--- src/qpvo_pkg.sv ---
// Shared types, constants and saturating helpers for the quadrature PI velocity observer.
package qpvo_pkg;

	typedef enum logic [1:0] {
		CMD_A_EDGE = 2'd0,
		CMD_B_EDGE = 2'd1,
		CMD_TICK   = 2'd2,
		CMD_CLEAR  = 2'd3
	} cmd_t;

	typedef enum logic [1:0] {
		REG_MM_PER_COUNT = 2'd0,
		REG_KP_GAIN      = 2'd1,
		REG_KI_GAIN      = 2'd2
	} reg_idx_t;

	typedef enum logic [3:0] {
		OP_NOP,
		OP_EDGE,
		OP_CLEAR,
		OP_START,
		OP_MUL_LO,
		OP_MUL_HI,
		OP_MUL_RES,
		OP_DT_ADJ,
		OP_POS_ADD,
		OP_ERR,
		OP_INT_ADD,
		OP_VEL_ADD,
		OP_PUBLISH
	} dp_op_t;

	typedef enum logic [2:0] {
		SRC_X_RECIP,
		SRC_DT_EST,
		SRC_VEL_DT,
		SRC_CNT_MM,
		SRC_ERR_KI,
		SRC_PROD_DT,
		SRC_ERR_KP
	} mul_src_t;

	typedef struct packed {
		dp_op_t   op;
		mul_src_t src;
	} dp_cmd_t;

	typedef struct packed {
		logic lo;
		logic hi;
	} mul_ctl_t;

	localparam logic [31:0] MM_PER_COUNT_RESET = 32'd65536;

	// dt = floor(us * 1024 / 15625); reciprocal floor(2^30 / 15625), off by at most one
	localparam int unsigned  DT_SHIFT = 30;
	localparam logic [16:0]  DT_RECIP = 17'd68719;
	localparam logic [13:0]  DT_DIV   = 14'd15625;

	localparam logic signed [47:0] SAT_MAX = 48'sh7FFF_FFFF_FFFF;
	localparam logic signed [47:0] SAT_MIN = 48'sh8000_0000_0000;

	function automatic logic signed [47:0] sat_add48(input logic signed [47:0] a,
		input logic signed [47:0] b);
		logic [48:0] s;
		s = {a[47], a} + {b[47], b};
		if (s[48] != s[47]) begin
			sat_add48 = s[48] ? SAT_MIN : SAT_MAX;
		end else begin
			sat_add48 = s[47:0];
		end
	endfunction

	function automatic logic signed [47:0] sat_sub48(input logic signed [47:0] a,
		input logic signed [47:0] b);
		logic [48:0] s;
		s = {a[47], a} - {b[47], b};
		if (s[48] != s[47]) begin
			sat_sub48 = s[48] ? SAT_MIN : SAT_MAX;
		end else begin
			sat_sub48 = s[47:0];
		end
	endfunction

endpackage

--- src/qpvo_ctrl.sv ---
// Controller: item acceptance, tick sequencing over the shared multiplier, result handshake.
module qpvo_ctrl (
	input  logic                clk,
	input  logic                arst_n,
	input  logic                in_valid,
	input  logic [1:0]          cmd,
	input  logic                out_ready,
	output logic                in_ready,
	output logic                out_valid,
	output qpvo_pkg::dp_cmd_t   dcmd
);
	import qpvo_pkg::*;

	typedef enum logic [4:0] {
		S_IDLE,
		S_DTA_LO, S_DTA_HI, S_DTB_LO, S_DTB_HI, S_DT_ADJ,
		S_POS_LO, S_POS_HI, S_POS_RES, S_POS_ADD,
		S_MEAS_LO, S_MEAS_HI, S_MEAS_RES, S_ERR,
		S_KI_LO, S_KI_HI, S_KI_RES,
		S_KIDT_LO, S_KIDT_HI, S_KIDT_RES, S_INT_ADD,
		S_KP_LO, S_KP_HI, S_KP_RES, S_VEL_ADD,
		S_PUB
	} state_t;

	state_t state_q;
	state_t state_d;
	logic   out_valid_q;
	logic   pub_go;

	assign in_ready  = (state_q == S_IDLE);
	assign out_valid = out_valid_q;
	assign pub_go    = (state_q == S_PUB) && (!out_valid_q || out_ready);

	always_comb begin
		dcmd.op  = OP_NOP;
		dcmd.src = SRC_X_RECIP;
		state_d  = state_q;
		unique case (state_q)
			S_IDLE: begin
				if (in_valid) begin
					priority if (cmd == CMD_TICK) begin
						dcmd.op = OP_START;
						state_d = S_DTA_LO;
					end else if (cmd == CMD_CLEAR) begin
						dcmd.op = OP_CLEAR;
						state_d = S_PUB;
					end else begin
						dcmd.op = OP_EDGE;
						state_d = S_PUB;
					end
				end
			end
			S_DTA_LO:   begin dcmd.op = OP_MUL_LO; dcmd.src = SRC_X_RECIP; state_d = S_DTA_HI; end
			S_DTA_HI:   begin dcmd.op = OP_MUL_HI; state_d = S_DTB_LO; end
			S_DTB_LO:   begin dcmd.op = OP_MUL_LO; dcmd.src = SRC_DT_EST; state_d = S_DTB_HI; end
			S_DTB_HI:   begin dcmd.op = OP_MUL_HI; state_d = S_DT_ADJ; end
			S_DT_ADJ:   begin dcmd.op = OP_DT_ADJ; state_d = S_POS_LO; end
			S_POS_LO:   begin dcmd.op = OP_MUL_LO; dcmd.src = SRC_VEL_DT; state_d = S_POS_HI; end
			S_POS_HI:   begin dcmd.op = OP_MUL_HI; state_d = S_POS_RES; end
			S_POS_RES:  begin dcmd.op = OP_MUL_RES; state_d = S_POS_ADD; end
			S_POS_ADD:  begin dcmd.op = OP_POS_ADD; state_d = S_MEAS_LO; end
			S_MEAS_LO:  begin dcmd.op = OP_MUL_LO; dcmd.src = SRC_CNT_MM; state_d = S_MEAS_HI; end
			S_MEAS_HI:  begin dcmd.op = OP_MUL_HI; state_d = S_MEAS_RES; end
			S_MEAS_RES: begin dcmd.op = OP_MUL_RES; state_d = S_ERR; end
			S_ERR:      begin dcmd.op = OP_ERR; state_d = S_KI_LO; end
			S_KI_LO:    begin dcmd.op = OP_MUL_LO; dcmd.src = SRC_ERR_KI; state_d = S_KI_HI; end
			S_KI_HI:    begin dcmd.op = OP_MUL_HI; state_d = S_KI_RES; end
			S_KI_RES:   begin dcmd.op = OP_MUL_RES; state_d = S_KIDT_LO; end
			S_KIDT_LO:  begin dcmd.op = OP_MUL_LO; dcmd.src = SRC_PROD_DT; state_d = S_KIDT_HI; end
			S_KIDT_HI:  begin dcmd.op = OP_MUL_HI; state_d = S_KIDT_RES; end
			S_KIDT_RES: begin dcmd.op = OP_MUL_RES; state_d = S_INT_ADD; end
			S_INT_ADD:  begin dcmd.op = OP_INT_ADD; state_d = S_KP_LO; end
			S_KP_LO:    begin dcmd.op = OP_MUL_LO; dcmd.src = SRC_ERR_KP; state_d = S_KP_HI; end
			S_KP_HI:    begin dcmd.op = OP_MUL_HI; state_d = S_KP_RES; end
			S_KP_RES:   begin dcmd.op = OP_MUL_RES; state_d = S_VEL_ADD; end
			S_VEL_ADD:  begin dcmd.op = OP_VEL_ADD; state_d = S_PUB; end
			S_PUB: begin
				// hold until the result register is free
				if (pub_go) begin
					dcmd.op = OP_PUBLISH;
					state_d = S_IDLE;
				end
			end
			default: state_d = S_IDLE;
		endcase
	end

	always_ff @(posedge clk or negedge arst_n) begin
		if (!arst_n) begin
			state_q     <= S_IDLE;
			out_valid_q <= 1'b0;
		end else begin
			state_q <= state_d;
			if (pub_go) begin
				out_valid_q <= 1'b1;
			end else if (out_ready) begin
				out_valid_q <= 1'b0;
			end
		end
	end

endmodule

--- config.mk ---
export PLATFORM = sky130hd
export DESIGN_NAME = qpvo_ctrl
export DESIGN_NICKNAME = d
export VERILOG_FILES = /design/src/qpvo_pkg.sv /design/src/qpvo_ctrl.sv
export SDC_FILE = /design/constraint.sdc
export NUM_CORES = 1
export LEC_CHECK = 0
export BUFFER_PORTS_ARGS = -buffer_cell sky130_fd_sc_hd__buf_2
export CORE_MARGIN = 1
export CORE_UTILIZATION = 25
export DETAILED_ROUTE_END_ITERATION = 10
export GPL_TIMING_DRIVEN = 0
export SYNTH_ARGS = -nofsm -noshare
export SYNTH_HDL_FRONTEND = slang
export SYNTH_SLANG_ARGS = --single-unit
--- constraint.sdc ---
create_clock -name clk -period 3.8 [get_ports clk]
set_input_delay 0.19 -clock clk [delete_from_list [all_inputs] [get_ports clk]]
set_output_delay 0.19 -clock clk [all_outputs]
set_load 0.01 [all_outputs]
# Word level (Yosys, flattened, before mapping)
# Index checks and enable logic that the tools add are counted.
[word_totals]
register_bits = 6
inputBits = 6
[classes]
n_eq_ne = 29
mux = 12
n_reduce_logical = 9
[ops]
columns = ["op", "n"]
rows = [
  ["$pmux 5 s26", 1],
  ["$eq 5x5->1 const B", 10],
  ["$eq 5x4->1 const B", 8],
  ["$pmux 4 s10", 1],
  ["$eq 5x3->1 const B", 4],
  ["$pmux 3 s6", 1],
  ["$mux 5", 3],
  ["$reduce_or 7->1", 2],
  ["$eq 5x2->1 const B", 2],
  ["$mux 2", 3],
  ["$eq 5x1->1 const B", 1],
  ["$logic_not 5->1", 1],
  ["$reduce_or 5->1", 1],
  ["$eq 2x2->1 const B", 2],
  ["$mux 4", 1],
  ["$ne 2x2->1 const B", 2],
  ["$mux 1", 2],
  ["$reduce_and 2->1", 1],
  ["$reduce_bool 2->1", 1],
  ["$logic_and 1x1->1", 1],
  ["$logic_not 1->1", 1],
  ["$logic_or 1x1->1", 1],
]

# Depth between registers and ports, before layout
[depth]
word_depth = 5
ltp_mapped = 5
mapped_depth_nobuf = 4

# Worst setup path after synthesis
# No wires, ideal clock.
[synth_path]
kind = "register to output"
start = "reg state_q[3]"
end = "out dcmd[4] in the netlist's numbering"
arrival_time_ps = 1290
required_ps = 3610
slack_ps = 2320
stages_incl_launch_ff = 5
path_cell_list = "dfrtp_1 -> buf_2 -> nand2b_1 -> o32a_1 -> o221ai_1"
[synth_lines]
columns = ["element", "line", "source"]
rows = [
  ["start: declaration", "qpvo_ctrl.sv:25", "state_t state_q;"],
  ["start signal: assignment", "qpvo_ctrl.sv:93", "state_q <= state_d;"],
  ["end: declaration", "qpvo_ctrl.sv:10", "output qpvo_pkg::dp_cmd_t dcmd"],
]

==> results.py <==
metrics = {
    "route": {
        "drc": 0,
        "drt-initial-drc-count": 41,
        "drt_first_pass_iters": 4,
        "via_per_inst": 5.52,
        "antenna_left": 0,
        "routedWlPerCell_microns": 13.1,
        "routed_wl_microns": 1760,
        "vias": 745,
    },
    "floorplanning": {
        "chipHeight_microns": 53.7,
        "start_util": 0.267,
        "die_area_sq_mm": 0.00288,
        "die_w_microns": 53.7,
        "core.rowCount": 18,
        "ios": 15,
        "coreArea_sq_mm": 0.00250,
    },
    "logic_synthesis": {
        "syn_nets": 93,
        "yosys.area.top_type": "dfrtp_1",
        "syn_area_per_cell_sq_um": 7.67,
        "synth_edf_count": 0,
        "synthFlopType": "dfrtp_1",
        "synthArstFlopShare": 1.00,
        "synth_top_area_frac": 0.225,
        "synth.area.top_cells": "dfrtp_1 23%, a21oi_1 6.0%, nand2b_1 5.6%",
        "synth.distinct_cells": 40,
        "synth_area_sq_um": 667,
        "syn_inst": 87,
        "ys_warn_count": 0,
        "ys_ff_latch": 6,
        "yosysSeqAreaShare": 0.225,
    },
    "worst_setup_path": {
        "critPathCaptureType": "primary output",
        "worstSetupPathType": "reg2out",
        "path_delay_family": "compound AO/OA/AOI/OAI gates",
        "path_depth": 5,
        "reg2regPathDepth": 3,
        "startpoint": "state_q[3]",
        "worstPathRequired_ns": 3.61,
        "crit_slowest_cell": "dfrtp_1",
        "reg2reg_to": "state_q[0]",
        "crit_buf_inv": 2,
        "arrival_ns": 1.72,
        "crit_end": "dcmd[4]",
        "cp-start-kind": "flop",
        "crit_path_max_incr_delay_ns": 0.40,
        "cpMostUsedCell": "buf_2",
        "reg2reg_from": "state_q[3]",
        "crit_fanout": 10,
        "rrSetupSlack_ns": 2.35,
        "path_cells": "buf_2 > nand2b_1 > o32a_1 > o221ai_1 > buf_2",
    },
    "flow_run": {
        "max-cap-violations": 0,
    },
    "grt": {
        "first_global_vias": 680,
        "grt_pass1_wl_microns": 3040,
        "track_usage": 0.144,
        "antenna_found_initial": 0,
        "overflow": 0,
        "grt_max_degree": 11,
    },
    "pwr": {
        "swShare": 0.510,
        "seqPwrFrac": 0.161,
        "p_sw_w": 0.000388,
        "irDropWorstVdd_v": 0.000297,
        "clkPwrFrac": 0.074,
        "pwr_density_cell_mw_per_mm2": 944,
        "combinationalPowerShare": 0.765,
        "p_leak_nw": 0.331,
        "intPower_w": 0.000374,
    },
    "placement": {
        "gp_congestion": 0.841,
        "place_ws_ns": 2.17,
        "portBuffers": 14,
        "dpl.hpwl_microns": 1330,
    },
    "timing": {
        "fin_skew_ns": 0.00178,
        "drv_slew": 0,
        "fin_crit_sh": 0.502,
        "setup_violations": 0,
        "fmax_mhz": 525,
        "fin_ws_ns": 1.89,
        "setup_tns_ns": 0,
        "fin_crit_ns": 1.91,
        "max_slew_margin": 0.706,
        "hold_viol_final": 0,
        "fin_hold_ws_ns": 0.293,
        "worst_pin_slew_ns": 0.440,
        "rsz0062_at_grt": "no",
    },
    "cells_and_area": {
        "final_core_util": 0.323,
        "antenna_cells": 0,
        "drive_gt1_frac": 0.286,
        "areaGrowthSynthToFinish_pct": 21.0,
        "nets": 113,
    },
    "clock_tree": {
        "root_buffer": "clkbuf_4",
        "numCtsBuffers": 3,
        "tritoncts": "yes",
        "cts_buffer_depth": 2,
        "clkTransAtPathRegs_ns": 0.04,
        "cts_sinks": 6,
        "cts_resized": 0,
        "clock_latency_ns": 0.24,
        "cts_max_level": 1,
        "post_cts_buffers": 0,
    },
    "outcome": {
        "status": "finished, final reports clean",
    },
    "hold_path": {
        "hold_path_class": "in2async",
    },
}
==> worst min path at each step <==
stage | start | to | slack [ns] | cells past startpoint
after floorplan | arst_n | out_valid | -0.11 | 0
after global placement | arst_n | state_q[4] | 0.01 | 1
after detailed placement | arst_n | state_q[0] | 0.02 | 1
after CTS | arst_n | state_q[3] | 0.29 | 2
after global routing | arst_n | state_q[0] | 0.31 | 2
final | arst_n | state_q[3] | 0.29 | 2
==> registers in the layout (all words and copies together) (netlist names) <==
register   flops
out_valid      1
state_q        5
==> synth_stat cells (all sizes together) (2+ instances only) <==
cell type and instances:
nand2 9, a21oi 8, buf 7, dfrtp 6
nand2b 6, nor2 5, or2 4, a31o 3
nand3 3, o311ai 3, a211oi 2, a31oi 2
inv 2, nor2b 2, nor3 2, nor4 2
o21ai 2, o221ai 2, o31ai 2, xnor2 2
==> metrics by stage <==
step | area [sq um] | cells | total power [W]
after floorplan | 667 | 87 | 0.000556
after global placement | 774 | 131 | 0.000697
after detailed placement | 774 | 131 | 0.000700
after CTS | 807 | 135 | 0.000763
after global routing | 807 | 135 | 0.000833
final | 807 | 135 | 0.000762
==> worst register-to-register path, delay by kind of cell (launching register included) <==
kind	cells	cell delay, ns
and+or+nand+nor	2	0.69
DFF	1	0.40
AOI/OAI and AO/OA	1	0.24
==> cell type report <==
type                    count  area (sq um)
flip-flops and latches      6           150
multi-input cells          71           462
fillers                   279          1690
inverters                   2          7.51
well taps                  30          37.5
clock buffers               3          22.5
plain buffers               8          47.5
repair buffers             15          80.1
==> power by group through the flow <==
stage | sequential, W | combinational, W | clock [W]
final | 0.000122 | 0.000583 | 0.0000565
after global placement | 0.000122 | 0.000575 | 0
after detailed placement | 0.000123 | 0.000577 | 0
after global routing | 0.000128 | 0.000642 | 0.0000642
after CTS | 0.000122 | 0.000581 | 0.0000598
after floorplan | 0.000117 | 0.000439 | 0
==> logic make-up after synthesis <==
kind of cell,after synthesis,synth area share
compound gates,31,0.330
xor+xnor,3,0.0394
buf+inv,10,0.0825
flops,6,0.225
mux,1,0.0150
simple gates,36,0.308
==> metal layers <==
metal	up-vias	global-route usage	wire (microns)
li1	363	-	-
met1	348	0.202	835
met2	34	0.221	820
met3	0	0.0339	109
met4	0	0.0307	0
met5	-	0	0
==> cells in the final DEF, fill, tap and decap left out, drive strengths merged, types with 3 or more instances in the layout <==
cell / instances
buf: 21
nand2: 9
a21oi: 8
nand2b: 6
dfrtp: 6
nor2: 5
clkbuf: 4
or2: 4
nand3: 3
a31o: 3
o311ai: 3
==> repair_timing <==
item | CTS | global route
hold buffers | 1 | 0
setup endpoints to repair | 0 | 0
endpoints found under the hold margin | 6 | 0
No activity file was read; power rests on OpenSTA's default activity.
